### src/rtl/core/mnar_pkg.sv
// Shared types and constants for the mixed number add and reduce block.
package mnar_pkg;

    localparam int SUM_WHOLE_W = 17;
    localparam int SUM_NUM_W   = 33;
    localparam int SUM_DEN_W   = 32;

    typedef enum logic [9:0] {
        S_IDLE  = 10'b00_0000_0001,
        S_MUL1  = 10'b00_0000_0010,
        S_MUL2  = 10'b00_0000_0100,
        S_MUL3  = 10'b00_0000_1000,
        S_ABS   = 10'b00_0001_0000,
        S_GCD   = 10'b00_0010_0000,
        S_SHIFT = 10'b00_0100_0000,
        S_DIVN  = 10'b00_1000_0000,
        S_DIVD  = 10'b01_0000_0000,
        S_WRITE = 10'b10_0000_0000
    } state_t;

    typedef struct packed {
        logic busy;
        logic done;
    } div_stat_t;

endpackage

### src/rtl/core/mnar_div.sv
// Iterative restoring divider, one quotient bit per cycle.
module mnar_div
    import mnar_pkg::*;
#(
    parameter int SW = 34
)
(
    input  logic          clk,
    input  logic          rst_n,
    input  logic          start,
    input  logic [SW-1:0] dividend,
    input  logic [SW-1:0] divisor,
    output div_stat_t     stat,
    output logic [SW-1:0] quotient
);

    localparam int CW = $clog2(SW + 1);

    logic          busy_reg, busy_next;
    logic          done_reg, done_next;
    logic [CW-1:0] cnt_reg, cnt_next;
    logic [SW-1:0] rem_reg, rem_next;
    logic [SW-1:0] quo_reg, quo_next;
    logic [SW-1:0] dvs_reg, dvs_next;
    logic [SW:0]   shifted;
    logic [SW+1:0] diff;

    always_comb
    begin
        busy_next = busy_reg;
        done_next = 1'b0;
        cnt_next  = cnt_reg;
        rem_next  = rem_reg;
        quo_next  = quo_reg;
        dvs_next  = dvs_reg;
        shifted   = {rem_reg, quo_reg[SW-1]};
        diff      = (SW+2)'(shifted) - (SW+2)'(dvs_reg);
        if (start)
        begin
            busy_next = 1'b1;
            cnt_next  = CW'(SW);
            rem_next  = '0;
            quo_next  = dividend;
            dvs_next  = divisor;
        end
        else if (busy_reg)
        begin
            if (!diff[SW+1])
            begin
                rem_next = diff[SW-1:0];
                quo_next = {quo_reg[SW-2:0], 1'b1};
            end
            else
            begin
                rem_next = shifted[SW-1:0];
                quo_next = {quo_reg[SW-2:0], 1'b0};
            end
            cnt_next = cnt_reg - CW'(1);
            if (cnt_reg == CW'(1))
            begin
                busy_next = 1'b0;
                done_next = 1'b1;
            end
        end
    end

    always_ff @(posedge clk or negedge rst_n)
    begin
        if (!rst_n)
        begin
            busy_reg <= 1'b0;
            done_reg <= 1'b0;
            cnt_reg  <= '0;
        end
        else
        begin
            busy_reg <= busy_next;
            done_reg <= done_next;
            cnt_reg  <= cnt_next;
        end
    end

    always_ff @(posedge clk)
    begin
        rem_reg <= rem_next;
        quo_reg <= quo_next;
        dvs_reg <= dvs_next;
    end

    assign stat.busy = busy_reg;
    assign stat.done = done_reg;
    assign quotient  = quo_reg;

endmodule

### src/rtl/core/mixed_number_add_reduce.sv
// Adds two mixed numbers and reduces the fraction sum by its gcd.
// The fraction sum is formed at width SW = 2*OPERAND_WIDTH+2, capped at 64, and its gcd
// is found by binary gcd steps, with K the common power of two restored by left shifts.
// One transaction at a time; the shared multiplier, the gcd subtractor and the
// divider are reused step by step.
// Reset is asynchronous and active low; it clears the sequencer and the output valid.
module mixed_number_add_reduce
    import mnar_pkg::*;
#(
    parameter int OPERAND_WIDTH = 16
)
(
    input  logic                            clk,
    input  logic                            rst_n,
    input  logic                            in_valid,
    output logic                            in_ready,
    input  logic signed [OPERAND_WIDTH-1:0] first_whole,
    input  logic signed [OPERAND_WIDTH-1:0] first_numerator,
    input  logic signed [OPERAND_WIDTH-1:0] first_denominator,
    input  logic signed [OPERAND_WIDTH-1:0] second_whole,
    input  logic signed [OPERAND_WIDTH-1:0] second_numerator,
    input  logic signed [OPERAND_WIDTH-1:0] second_denominator,
    output logic                            out_valid,
    input  logic                            out_ready,
    output logic signed [SUM_WHOLE_W-1:0]   sum_whole,
    output logic signed [SUM_NUM_W-1:0]     sum_numerator,
    output logic signed [SUM_DEN_W-1:0]     sum_denominator,
    output logic                            undefined_result
);

    localparam int W  = OPERAND_WIDTH;
    localparam int SW = (2*W + 2 > 64) ? 64 : 2*W + 2;
    localparam int KW = $clog2(SW);

    state_t                 state_reg, state_next;
    logic                   out_valid_reg, out_valid_next;
    logic                   div_start_reg, div_start_next;
    logic [KW-1:0]          k_reg, k_next;
    logic [SW-1:0]          a_reg, a_next;
    logic [SW-1:0]          b_reg, b_next;
    logic [SW-1:0]          mag_n_reg, mag_n_next;
    logic [SW-1:0]          mag_d_reg, mag_d_next;
    logic                   num_neg_reg, num_neg_next;
    logic                   den_neg_reg, den_neg_next;
    logic                   undef_reg, undef_next;
    logic signed [W:0]      n1_reg, n1_next;
    logic signed [W:0]      d1_reg, d1_next;
    logic signed [W:0]      n2_reg, n2_next;
    logic signed [W:0]      d2_reg, d2_next;
    logic [SUM_WHOLE_W-1:0] whole_reg, whole_next;
    logic [SW-1:0]          prod_reg, prod_next;
    logic [SW-1:0]          num_reg, num_next;
    logic [SW-1:0]          rn_reg, rn_next;
    logic [SUM_WHOLE_W-1:0] sum_whole_reg, sum_whole_next;
    logic [SUM_NUM_W-1:0]   sum_num_reg, sum_num_next;
    logic [SUM_DEN_W-1:0]   sum_den_reg, sum_den_next;
    logic                   undef_out_reg, undef_out_next;

    logic signed [W:0]      mul_a, mul_b;
    logic signed [2*W+1:0]  mul_p;
    logic signed [W:0]      n1_sx, n2_sx;
    logic signed [W:0]      w1_sx, w2_sx;
    logic signed [W:0]      whole_sum;
    logic signed [63:0]     whole_ext;
    logic [SW-1:0]          gcd_or;
    logic [SW-1:0]          rn_s, rd_s;
    logic signed [63:0]     rn_ext, rd_ext;
    logic [SW-1:0]          div_dividend;
    logic [SW-1:0]          div_quotient;
    div_stat_t              div_stat;

    mnar_div #(
        .SW (SW)
    ) u_div (
        .clk      (clk),
        .rst_n    (rst_n),
        .start    (div_start_reg),
        .dividend (div_dividend),
        .divisor  (a_reg),
        .stat     (div_stat),
        .quotient (div_quotient)
    );

    assign div_dividend = (state_reg == S_DIVD) ? mag_d_reg : mag_n_reg;

    always_comb
    begin
        unique case (state_reg)
            S_MUL1:
            begin
                mul_a = n1_reg;
                mul_b = d2_reg;
            end
            S_MUL2:
            begin
                mul_a = n2_reg;
                mul_b = d1_reg;
            end
            default:
            begin
                mul_a = d1_reg;
                mul_b = d2_reg;
            end
        endcase
        mul_p = mul_a * mul_b;
    end

    always_comb
    begin
        n1_sx     = (W+1)'(first_numerator);
        n2_sx     = (W+1)'(second_numerator);
        w1_sx     = (W+1)'(first_whole);
        w2_sx     = (W+1)'(second_whole);
        whole_sum = w1_sx + w2_sx;
        whole_ext = 64'(whole_sum);
        gcd_or    = a_reg | b_reg;
        rn_s      = num_neg_reg ? (SW'(0) - rn_reg) : rn_reg;
        rd_s      = den_neg_reg ? (SW'(0) - b_reg) : b_reg;
        rn_ext    = 64'(signed'(rn_s));
        rd_ext    = 64'(signed'(rd_s));
    end

    always_comb
    begin
        state_next     = state_reg;
        out_valid_next = out_valid_reg;
        div_start_next = 1'b0;
        k_next         = k_reg;
        a_next         = a_reg;
        b_next         = b_reg;
        mag_n_next     = mag_n_reg;
        mag_d_next     = mag_d_reg;
        num_neg_next   = num_neg_reg;
        den_neg_next   = den_neg_reg;
        undef_next     = undef_reg;
        n1_next        = n1_reg;
        d1_next        = d1_reg;
        n2_next        = n2_reg;
        d2_next        = d2_reg;
        whole_next     = whole_reg;
        prod_next      = prod_reg;
        num_next       = num_reg;
        rn_next        = rn_reg;
        sum_whole_next = sum_whole_reg;
        sum_num_next   = sum_num_reg;
        sum_den_next   = sum_den_reg;
        undef_out_next = undef_out_reg;

        if (out_valid_reg && out_ready)
        begin
            out_valid_next = 1'b0;
        end

        unique case (state_reg)
            S_IDLE:
            begin
                if (in_valid && in_ready)
                begin
                    if (first_whole[W-1] || (first_whole == '0))
                    begin
                        n1_next = (W+1)'(0) - n1_sx;
                    end
                    else
                    begin
                        n1_next = n1_sx;
                    end
                    if (second_whole[W-1] || (second_whole == '0))
                    begin
                        n2_next = (W+1)'(0) - n2_sx;
                    end
                    else
                    begin
                        n2_next = n2_sx;
                    end
                    d1_next    = (W+1)'(first_denominator);
                    d2_next    = (W+1)'(second_denominator);
                    whole_next = whole_ext[SUM_WHOLE_W-1:0];
                    undef_next = 1'b0;
                    k_next     = '0;
                    state_next = S_MUL1;
                end
            end
            S_MUL1:
            begin
                prod_next  = mul_p[SW-1:0];
                state_next = S_MUL2;
            end
            S_MUL2:
            begin
                num_next   = prod_reg;
                prod_next  = mul_p[SW-1:0];
                state_next = S_MUL3;
            end
            S_MUL3:
            begin
                num_next   = num_reg + prod_reg;
                prod_next  = mul_p[SW-1:0];
                state_next = S_ABS;
            end
            S_ABS:
            begin
                num_neg_next = num_reg[SW-1];
                den_neg_next = prod_reg[SW-1];
                mag_n_next   = num_reg[SW-1] ? (SW'(0) - num_reg) : num_reg;
                mag_d_next   = prod_reg[SW-1] ? (SW'(0) - prod_reg) : prod_reg;
                a_next       = mag_n_next;
                b_next       = mag_d_next;
                state_next   = S_GCD;
            end
            S_GCD:
            begin
                priority if ((a_reg == '0) || (b_reg == '0))
                begin
                    a_next = gcd_or;
                    if (gcd_or == '0)
                    begin
                        undef_next = 1'b1;
                        state_next = S_WRITE;
                    end
                    else if (k_reg == '0)
                    begin
                        div_start_next = 1'b1;
                        state_next     = S_DIVN;
                    end
                    else
                    begin
                        state_next = S_SHIFT;
                    end
                end
                else if (!a_reg[0] && !b_reg[0])
                begin
                    a_next = a_reg >> 1;
                    b_next = b_reg >> 1;
                    k_next = k_reg + KW'(1);
                end
                else if (!a_reg[0])
                begin
                    a_next = a_reg >> 1;
                end
                else if (!b_reg[0])
                begin
                    b_next = b_reg >> 1;
                end
                else if (a_reg >= b_reg)
                begin
                    a_next = a_reg - b_reg;
                end
                else
                begin
                    b_next = b_reg - a_reg;
                end
            end
            S_SHIFT:
            begin
                a_next = a_reg << 1;
                k_next = k_reg - KW'(1);
                if (k_reg == KW'(1))
                begin
                    div_start_next = 1'b1;
                    state_next     = S_DIVN;
                end
            end
            S_DIVN:
            begin
                if (div_stat.done)
                begin
                    rn_next        = div_quotient;
                    div_start_next = 1'b1;
                    state_next     = S_DIVD;
                end
            end
            S_DIVD:
            begin
                if (div_stat.done)
                begin
                    b_next     = div_quotient;
                    state_next = S_WRITE;
                end
            end
            S_WRITE:
            begin
                if (!out_valid_reg || out_ready)
                begin
                    if (undef_reg)
                    begin
                        sum_whole_next = '0;
                        sum_num_next   = '0;
                        sum_den_next   = '0;
                        undef_out_next = 1'b1;
                    end
                    else
                    begin
                        sum_whole_next = whole_reg;
                        sum_num_next   = rn_ext[SUM_NUM_W-1:0];
                        sum_den_next   = rd_ext[SUM_DEN_W-1:0];
                        undef_out_next = 1'b0;
                    end
                    out_valid_next = 1'b1;
                    state_next     = S_IDLE;
                end
            end
            default:
            begin
                state_next = S_IDLE;
            end
        endcase
    end

    always_ff @(posedge clk or negedge rst_n)
    begin
        if (!rst_n)
        begin
            state_reg     <= S_IDLE;
            out_valid_reg <= 1'b0;
            div_start_reg <= 1'b0;
            k_reg         <= '0;
            undef_reg     <= 1'b0;
        end
        else
        begin
            state_reg     <= state_next;
            out_valid_reg <= out_valid_next;
            div_start_reg <= div_start_next;
            k_reg         <= k_next;
            undef_reg     <= undef_next;
        end
    end

    always_ff @(posedge clk)
    begin
        a_reg         <= a_next;
        b_reg         <= b_next;
        mag_n_reg     <= mag_n_next;
        mag_d_reg     <= mag_d_next;
        num_neg_reg   <= num_neg_next;
        den_neg_reg   <= den_neg_next;
        n1_reg        <= n1_next;
        d1_reg        <= d1_next;
        n2_reg        <= n2_next;
        d2_reg        <= d2_next;
        whole_reg     <= whole_next;
        prod_reg      <= prod_next;
        num_reg       <= num_next;
        rn_reg        <= rn_next;
        sum_whole_reg <= sum_whole_next;
        sum_num_reg   <= sum_num_next;
        sum_den_reg   <= sum_den_next;
        undef_out_reg <= undef_out_next;
    end

    assign in_ready         = (state_reg == S_IDLE) && !div_stat.busy;
    assign out_valid        = out_valid_reg;
    assign sum_whole        = sum_whole_reg;
    assign sum_numerator    = sum_num_reg;
    assign sum_denominator  = sum_den_reg;
    assign undefined_result = undef_out_reg;

endmodule
### config.mk
export PLATFORM = sky130hd
export DESIGN_NAME = mixed_number_add_reduce
export DESIGN_NICKNAME = d
export VERILOG_FILES = /design/src/rtl/core/mnar_pkg.sv /design/src/rtl/core/mnar_div.sv /design/src/rtl/core/mixed_number_add_reduce.sv
export SDC_FILE = /design/constraint.sdc
export NUM_CORES = 2
export LEC_CHECK = 0
export BUFFER_PORTS_ARGS = -buffer_cell sky130_fd_sc_hd__buf_4
export CORE_ASPECT_RATIO = 1.25
export CORE_MARGIN = 10
export CORE_UTILIZATION = 64
export CTS_CLUSTER_DIAMETER = 150
export DETAILED_ROUTE_END_ITERATION = 8
export PLACE_DENSITY = 0.83
export SETUP_SLACK_MARGIN = 0.15
export SYNTH_ARGS = -nofsm -noshare
export SYNTH_HDL_FRONTEND = slang
export SYNTH_SLANG_ARGS = --single-unit
### constraint.sdc
create_clock -name clk -period 9.65 [get_ports clk]
set_input_delay 0.4825 -clock clk [delete_from_list [all_inputs] [get_ports clk]]
set_output_delay 0.4825 -clock clk [all_outputs]
set_load 0.01 [all_outputs]
======== Yosys cells after proc, flatten, opt, wreduce, memory -nomap -nowiden ========
Cells that the tools add are included.
cells by class
  add/sub/neg operators ................... 14
  $mul .................................... 1
  $lt $le $gt $ge ......................... 1
  equality and inequality tests ........... 25
  mux-type cells .......................... 62
  bitwise operators ....................... 1
  reductions and logical operators ........ 34
operators by type and width
  operator                                                             count
  34-bit 2-to-1 mux                                                    17
  34-bit one-hot mux with 3 select lines                               2
  34-bit logical NOT                                                   3
  10-bit one-hot mux with 10 select lines                              1
  10-bit 2-to-1 mux                                                    7
  34-bit one-hot mux with 2 select lines                               1
  1-bit by 34-bit subtractor with 34-bit output, first input constant  2
  34-bit subtractor                                                    2
  17-bit 2-to-1 mux                                                    3
  35-bit by 34-bit subtractor with 36-bit output                       1
  34-bit adder                                                         1
  34-bit >= comparator                                                 1
  17-bit by 17-bit multiplier with 34-bit output                       1
  34-bit OR                                                            1
  17-bit one-hot mux with 2 select lines                               1
  1-bit by 16-bit subtractor with 17-bit output, first input constant  2
  33-bit 2-to-1 mux                                                    1
  1-bit by 33-bit subtractor with 33-bit output, first input constant  1
  16-bit logical NOT                                                   2
  32-bit 2-to-1 mux                                                    1
  1-bit by 32-bit subtractor with 32-bit output, first input constant  1
  6-bit 2-to-1 mux                                                     5
  1-bit 2-to-1 mux                                                     19
  6-bit one-hot mux with 3 select lines                                1
  other kinds (34)                                                     61
storage, ports and cells
  bits in registers ....................... 534
  input port bits ......................... 100
  output and inout bits ................... 85
  word-level logic and storage cells ...... 169

======== Depth between registers and ports, before layout ========
  depth in word-level cells ............... 7
  depth in mapped cells ................... 34
  depth with buffers taken out ............ 32

======== Modules after synthesis ========
A second synthesis with hierarchy kept.
unflattened totals
  cell total of the unflattened synthesis .. 4,533
  area total of the unflattened synthesis .. 43,869.6 um^2
modules (own cells, without submodules)
  module                   instances  cells an instance  area an instance (um^2)  sequential area each (um^2)
  mixed_number_add_reduce  1          3,924              37,676.1                 12,638.4
  mnar_div                 1          609                6,193.4                  2,922.8

======== Worst setup path after synthesis ========
Ideal clock, no wire load.
  path kind ............................... register to register
  start point ............................. reg state_reg[6]
  end point ............................... reg prod_reg[32], data pin
  setup time .............................. 0.282 ns
  data arrival time ....................... 7.768 ns
  data required time ...................... 9.368 ns
  path slack .............................. 1.600 ns
  cell stages (with the launch flop) ...... 28
  buffers on the path ..................... 3
  period minus slack after synthesis ...... 8.050 ns
  cell sequence ........................... dfrtp_1 > buf_2 > nor3_1 > nand2_1 > nor4_2 > buf_2 > buf_2 > mux2_2 > nand2_1 > fa_1 > inv_1 > fa_1 > fa_1 > fa_1 > fa_1 > inv_1 > fa_1 > inv_1 > ha_1 > nand4_1 > nor2_1 > nand4_1 > nand2_1 > a41oi_1 > a2111oi_0 > o21a_1 > o21a_1 > o311ai_0
between the ends
  word-level cells in the longest chain between the ends .. 3
  elaborated cells between the ends (all ways) .. 5
  classes of those cells .................. 1 x mul; 2 x eq/ne; 2 x mux
ends and longest elaborated chain
  item                                                                                                                line                            RTL
  from (decl)                                                                                                         mixed_number_add_reduce.sv:35   state_t state_reg, state_next;
  from (signal assigned)                                                                                              mixed_number_add_reduce.sv:321  state_reg <= state_next;
  10-bit by 3-bit equality test with 1-bit output or 10-bit by 2-bit equality test with 1-bit output (tied branches)  mixed_number_add_reduce.sv:88   unique case (state_reg)
  17-bit one-hot mux with 2 select lines or 17-bit 2-to-1 mux (tied branches)                                         mixed_number_add_reduce.sv:88
  17-bit by 17-bit multiplier with 34-bit output (*)                                                                  mixed_number_add_reduce.sv:105  mul_p = mul_a * mul_b;
  named net mul_p[32]                                                                                                 mixed_number_add_reduce.sv:60   logic signed [2*W+1:0] mul_p;
  to (signal assigned)                                                                                                mixed_number_add_reduce.sv:342  prod_reg <= prod_next;
  to (decl)                                                                                                           mixed_number_add_reduce.sv:51   logic [SW-1:0] prod_reg, prod_next;
Mark *: on every way through the listed nets, which the timed path passes. The rest lies on a longest branch.
A chain may end at the register's enable or synchronous reset.

======== Worst setup path in the final report ========
  start point ............................. reg state_reg[6]
  end point ............................... reg prod_reg[33], data pin
The elaborated chain is that of the path after synthesis.

==> qor.txt <==
CP required: 9.99 ns
Critical Path Start Type: flip-flop
final hold violation count: 0
number of buffers added on ports: 184
post-synthesis instance area: 0.0434 mm²
largest stage delay on the critical path: 0.65 ns
post-synthesis to final-layout area growth: 9.70%
number of flops mapped to enable cells by yosys: 473
vias in the first global route: 35,100
portion of synthesized cell area occupied by the leading cell type: 0.327
area taken by multi-input logic gates: 0.0252 mm²
register area: 0.0156 mm²
Net count, final: 5,234
largest net degree at the start of global routing: 78
antenna viol nets, final: 0
headroom to the max-slew limit: 0.192
commonest non-fill, non-tap cells in the layout: sky130_fd_sc_hd__inv_1 (534), sky130_fd_sc_hd__edfxtp_1 (473), sky130_fd_sc_hd__nor2_1 (462)
global-route congestion overflow total: 0
setup repair after global routing missed its margin: false
effective utilization at floorplan: 0.648
Pins Over Slew Limit: 0
standard cell with the maximum stage delay on the critical path: sky130_fd_sc_hd__nor4_4
Achievable Freq: 113 MHz
HPWL after detailed placement: 97,900 µm
cell types with the largest area share after synthesis: sky130_fd_sc_hd__edfxtp_1 (33%), sky130_fd_sc_hd__fa_1 (14%), sky130_fd_sc_hd__ha_1 (8.2%)
maximum fanout count along the critical path: 20
setup bufs post-CTS: 0
Remaining DRCs: 0
WS Path Type: flip-flop to flip-flop
library cells used by synthesis: 88
number of top-level design ports: 185
number of antenna violations at the first check in global routing: 1
Main synth FF type: sky130_fd_sc_hd__edfxtp_1
Max H-tree Level: 2
insertion delay of the later-clocked pin in the worst-skew pair: 0.65 ns
total routing usage reported by global routing: 0.312
drt pass-1 iters: 6
Iteration-0 DRC Markers: 2,740
total cell area at the placement stage: 0.0457 mm²
number of nets produced by synthesis: 5,094
most used cell along the critical path: sky130_fd_sc_hd__fa_1
share of cells above drive strength 1: 0.0886
average routed wire per standard cell: 22.6 µm
Core ar.: 0.0670 mm²
top cell type by total area after synthesis: sky130_fd_sc_hd__edfxtp_1
Cells after Synth: 4,410
sequential area share after synthesis: 0.359
final routed wirelength across all metal layers: 124,000 µm
Min-Delay Path Class: primary input to flip-flop
total non-filler cell area in the finished layout: 0.0476 mm²
Clock Tree Root: sky130_fd_sc_hd__clkbuf_16
worst hold margin: 0.0249 ns
clock transition at the register clock pins on the worst setup and hold paths after CTS: 0.07 ns
number of vias after detailed routing: 34,000
category of the worst setup path capture point: flip-flop
wire length of the first global-routing pass: 192,000 µm
transition time at the pin with the least slew margin: 1.21 ns
number of warning messages in the yosys log: 0
arrival time of the worst setup path: 9.18 ns
number of setup violations in the final report: 0
CTS tree: built
final setup TNS: 0 ns
gp weighted congestion: 1.03
number of max-cap violations: 0
Die X-Extent: 253 µm
async set-reset flop share out of synthesis: 0.0506
crit share post-route: 0.916
post-route minimum period: 8.84 ns
mean instance size in the synthesized netlist: 9.84 µm²
Die ar.: 0.0787 mm²
number of buffers on the longest clock path: 3
run status: completed
Filler cells: 4,902
clk_skew: 0.0591 ns
count of clock tree sinks: 534
die height: 311 µm
cts bufs inserted: 54
via/cell ratio: 6.23
post-synthesis register bit count: 534
Core Rows: 106
most common cell after layout, fill and taps aside: sky130_fd_sc_hd__inv_1
## critical path, delay by kind of cell, from the launching register on
kind | cells | cell delay, ns
XOR/XNOR | 1 | 0.14
adder cells (fa/ha/maj) | 7 | 3.53
buffers and inverters | 6 | 0.89
multiplexers | 1 | 0.63
AO/OA/AOI/OAI | 4 | 0.62
AND/OR/NAND/NOR | 8 | 2.24
flip-flops | 1 | 0.49
## path summary, 6_finish.rpt
path,start,endpoint,slack [ns],cells past startpoint
min,second_denominator[1],d2_reg[1]$_DFFE_PP_,0.02,1
max in group asynchronous,rst_n,div_start_reg$_DFF_PN0_,8.97,2
max,state_reg[6]$_DFFE_PN0P_,prod_reg[33]$_DFFE_PP_,0.81,27
min reg2reg,u_div.rem_reg[33]$_SDFFE_PP0P_,u_div.rem_reg[33]$_SDFFE_PP0P_,0.47,2
min in group asynchronous,rst_n,u_div.busy_reg$_DFF_PN0_,0.31,2
max reg2reg,state_reg[6]$_DFFE_PN0P_,prod_reg[33]$_DFFE_PP_,0.81,27
## layer usage
metal  track usage  up-vias  share of wire
met5             0        -              0
met4         0.217        0          0.080
met3        0.0397      441          0.062
met2         0.551     1535           0.50
met1         0.344    16500           0.35
li1              -    15600              -
## logic make-up after synthesis
group           after synthesis  share of synthesized area
simple gates               1242                      0.133
compound gates              939                      0.140
buf+inv                     702                     0.0620
fa+ha+maj                   584                      0.221
flops                       534                      0.359
xor+xnor                    317                     0.0640
mux                          92                     0.0217
## cells in the mapped netlist (22+ instances only)
master / number
sky130_fd_sc_hd__and2_1: 22
sky130_fd_sc_hd__xnor2_1: 237
sky130_fd_sc_hd__inv_1: 535
sky130_fd_sc_hd__clkbuf_1: 124
sky130_fd_sc_hd__xor2_1: 80
sky130_fd_sc_hd__nor2b_1: 42
sky130_fd_sc_hd__o31ai_1: 54
sky130_fd_sc_hd__nor2_1: 466
sky130_fd_sc_hd__a22oi_1: 65
sky130_fd_sc_hd__nand2b_1: 35
sky130_fd_sc_hd__nand2_1: 364
sky130_fd_sc_hd__dfxtp_1: 34
sky130_fd_sc_hd__a21o_1: 49
sky130_fd_sc_hd__a211oi_1: 37
sky130_fd_sc_hd__buf_2: 28
sky130_fd_sc_hd__dfrtp_1: 26
sky130_fd_sc_hd__o21ai_0: 201
sky130_fd_sc_hd__o211ai_1: 49
sky130_fd_sc_hd__o21bai_1: 35
sky130_fd_sc_hd__a21oi_1: 255
sky130_fd_sc_hd__nor4_1: 49
sky130_fd_sc_hd__or3_1: 27
sky130_fd_sc_hd__fa_1: 301
sky130_fd_sc_hd__nor3_1: 56
sky130_fd_sc_hd__mux2i_1: 76
sky130_fd_sc_hd__nand3_1: 43
sky130_fd_sc_hd__ha_1: 283
sky130_fd_sc_hd__edfxtp_1: 473
sky130_fd_sc_hd__o41ai_1: 28
sky130_fd_sc_hd__nand4_1: 31
## stage by stage
stage                     instances  utilization  setup slack [ns]
final                          5461        0.711             0.807
after floorplan                4410            -              1.60
after global placement         5354        0.682              1.14
after global routing           5460        0.711             0.411
after detailed placement       5354        0.682             0.914
after CTS                      5460        0.711             0.893
## timing repair
action                                 CTS  global route
hold buffers                             4             0
resized for setup                        0             0
endpoints found under the hold margin   29             0
## final cells by class
| cell class | count | area share |
|---|---|---|
| flip-flops and latches | 534 | 0.327 |
| inverters | 539 | 0.0425 |
| multi-input cells | 3174 | 0.530 |
| well taps | 864 | 0.0227 |
| clock inverters | 35 | 0.00920 |
| repair buffers | 247 | 0.0392 |
| clock buffers | 67 | 0.0296 |
| diodes | 1 | 0.0000526 |
Power is not shown: default switching activity piles up to over one toggle a cycle in this logic, so the estimate is an artifact.
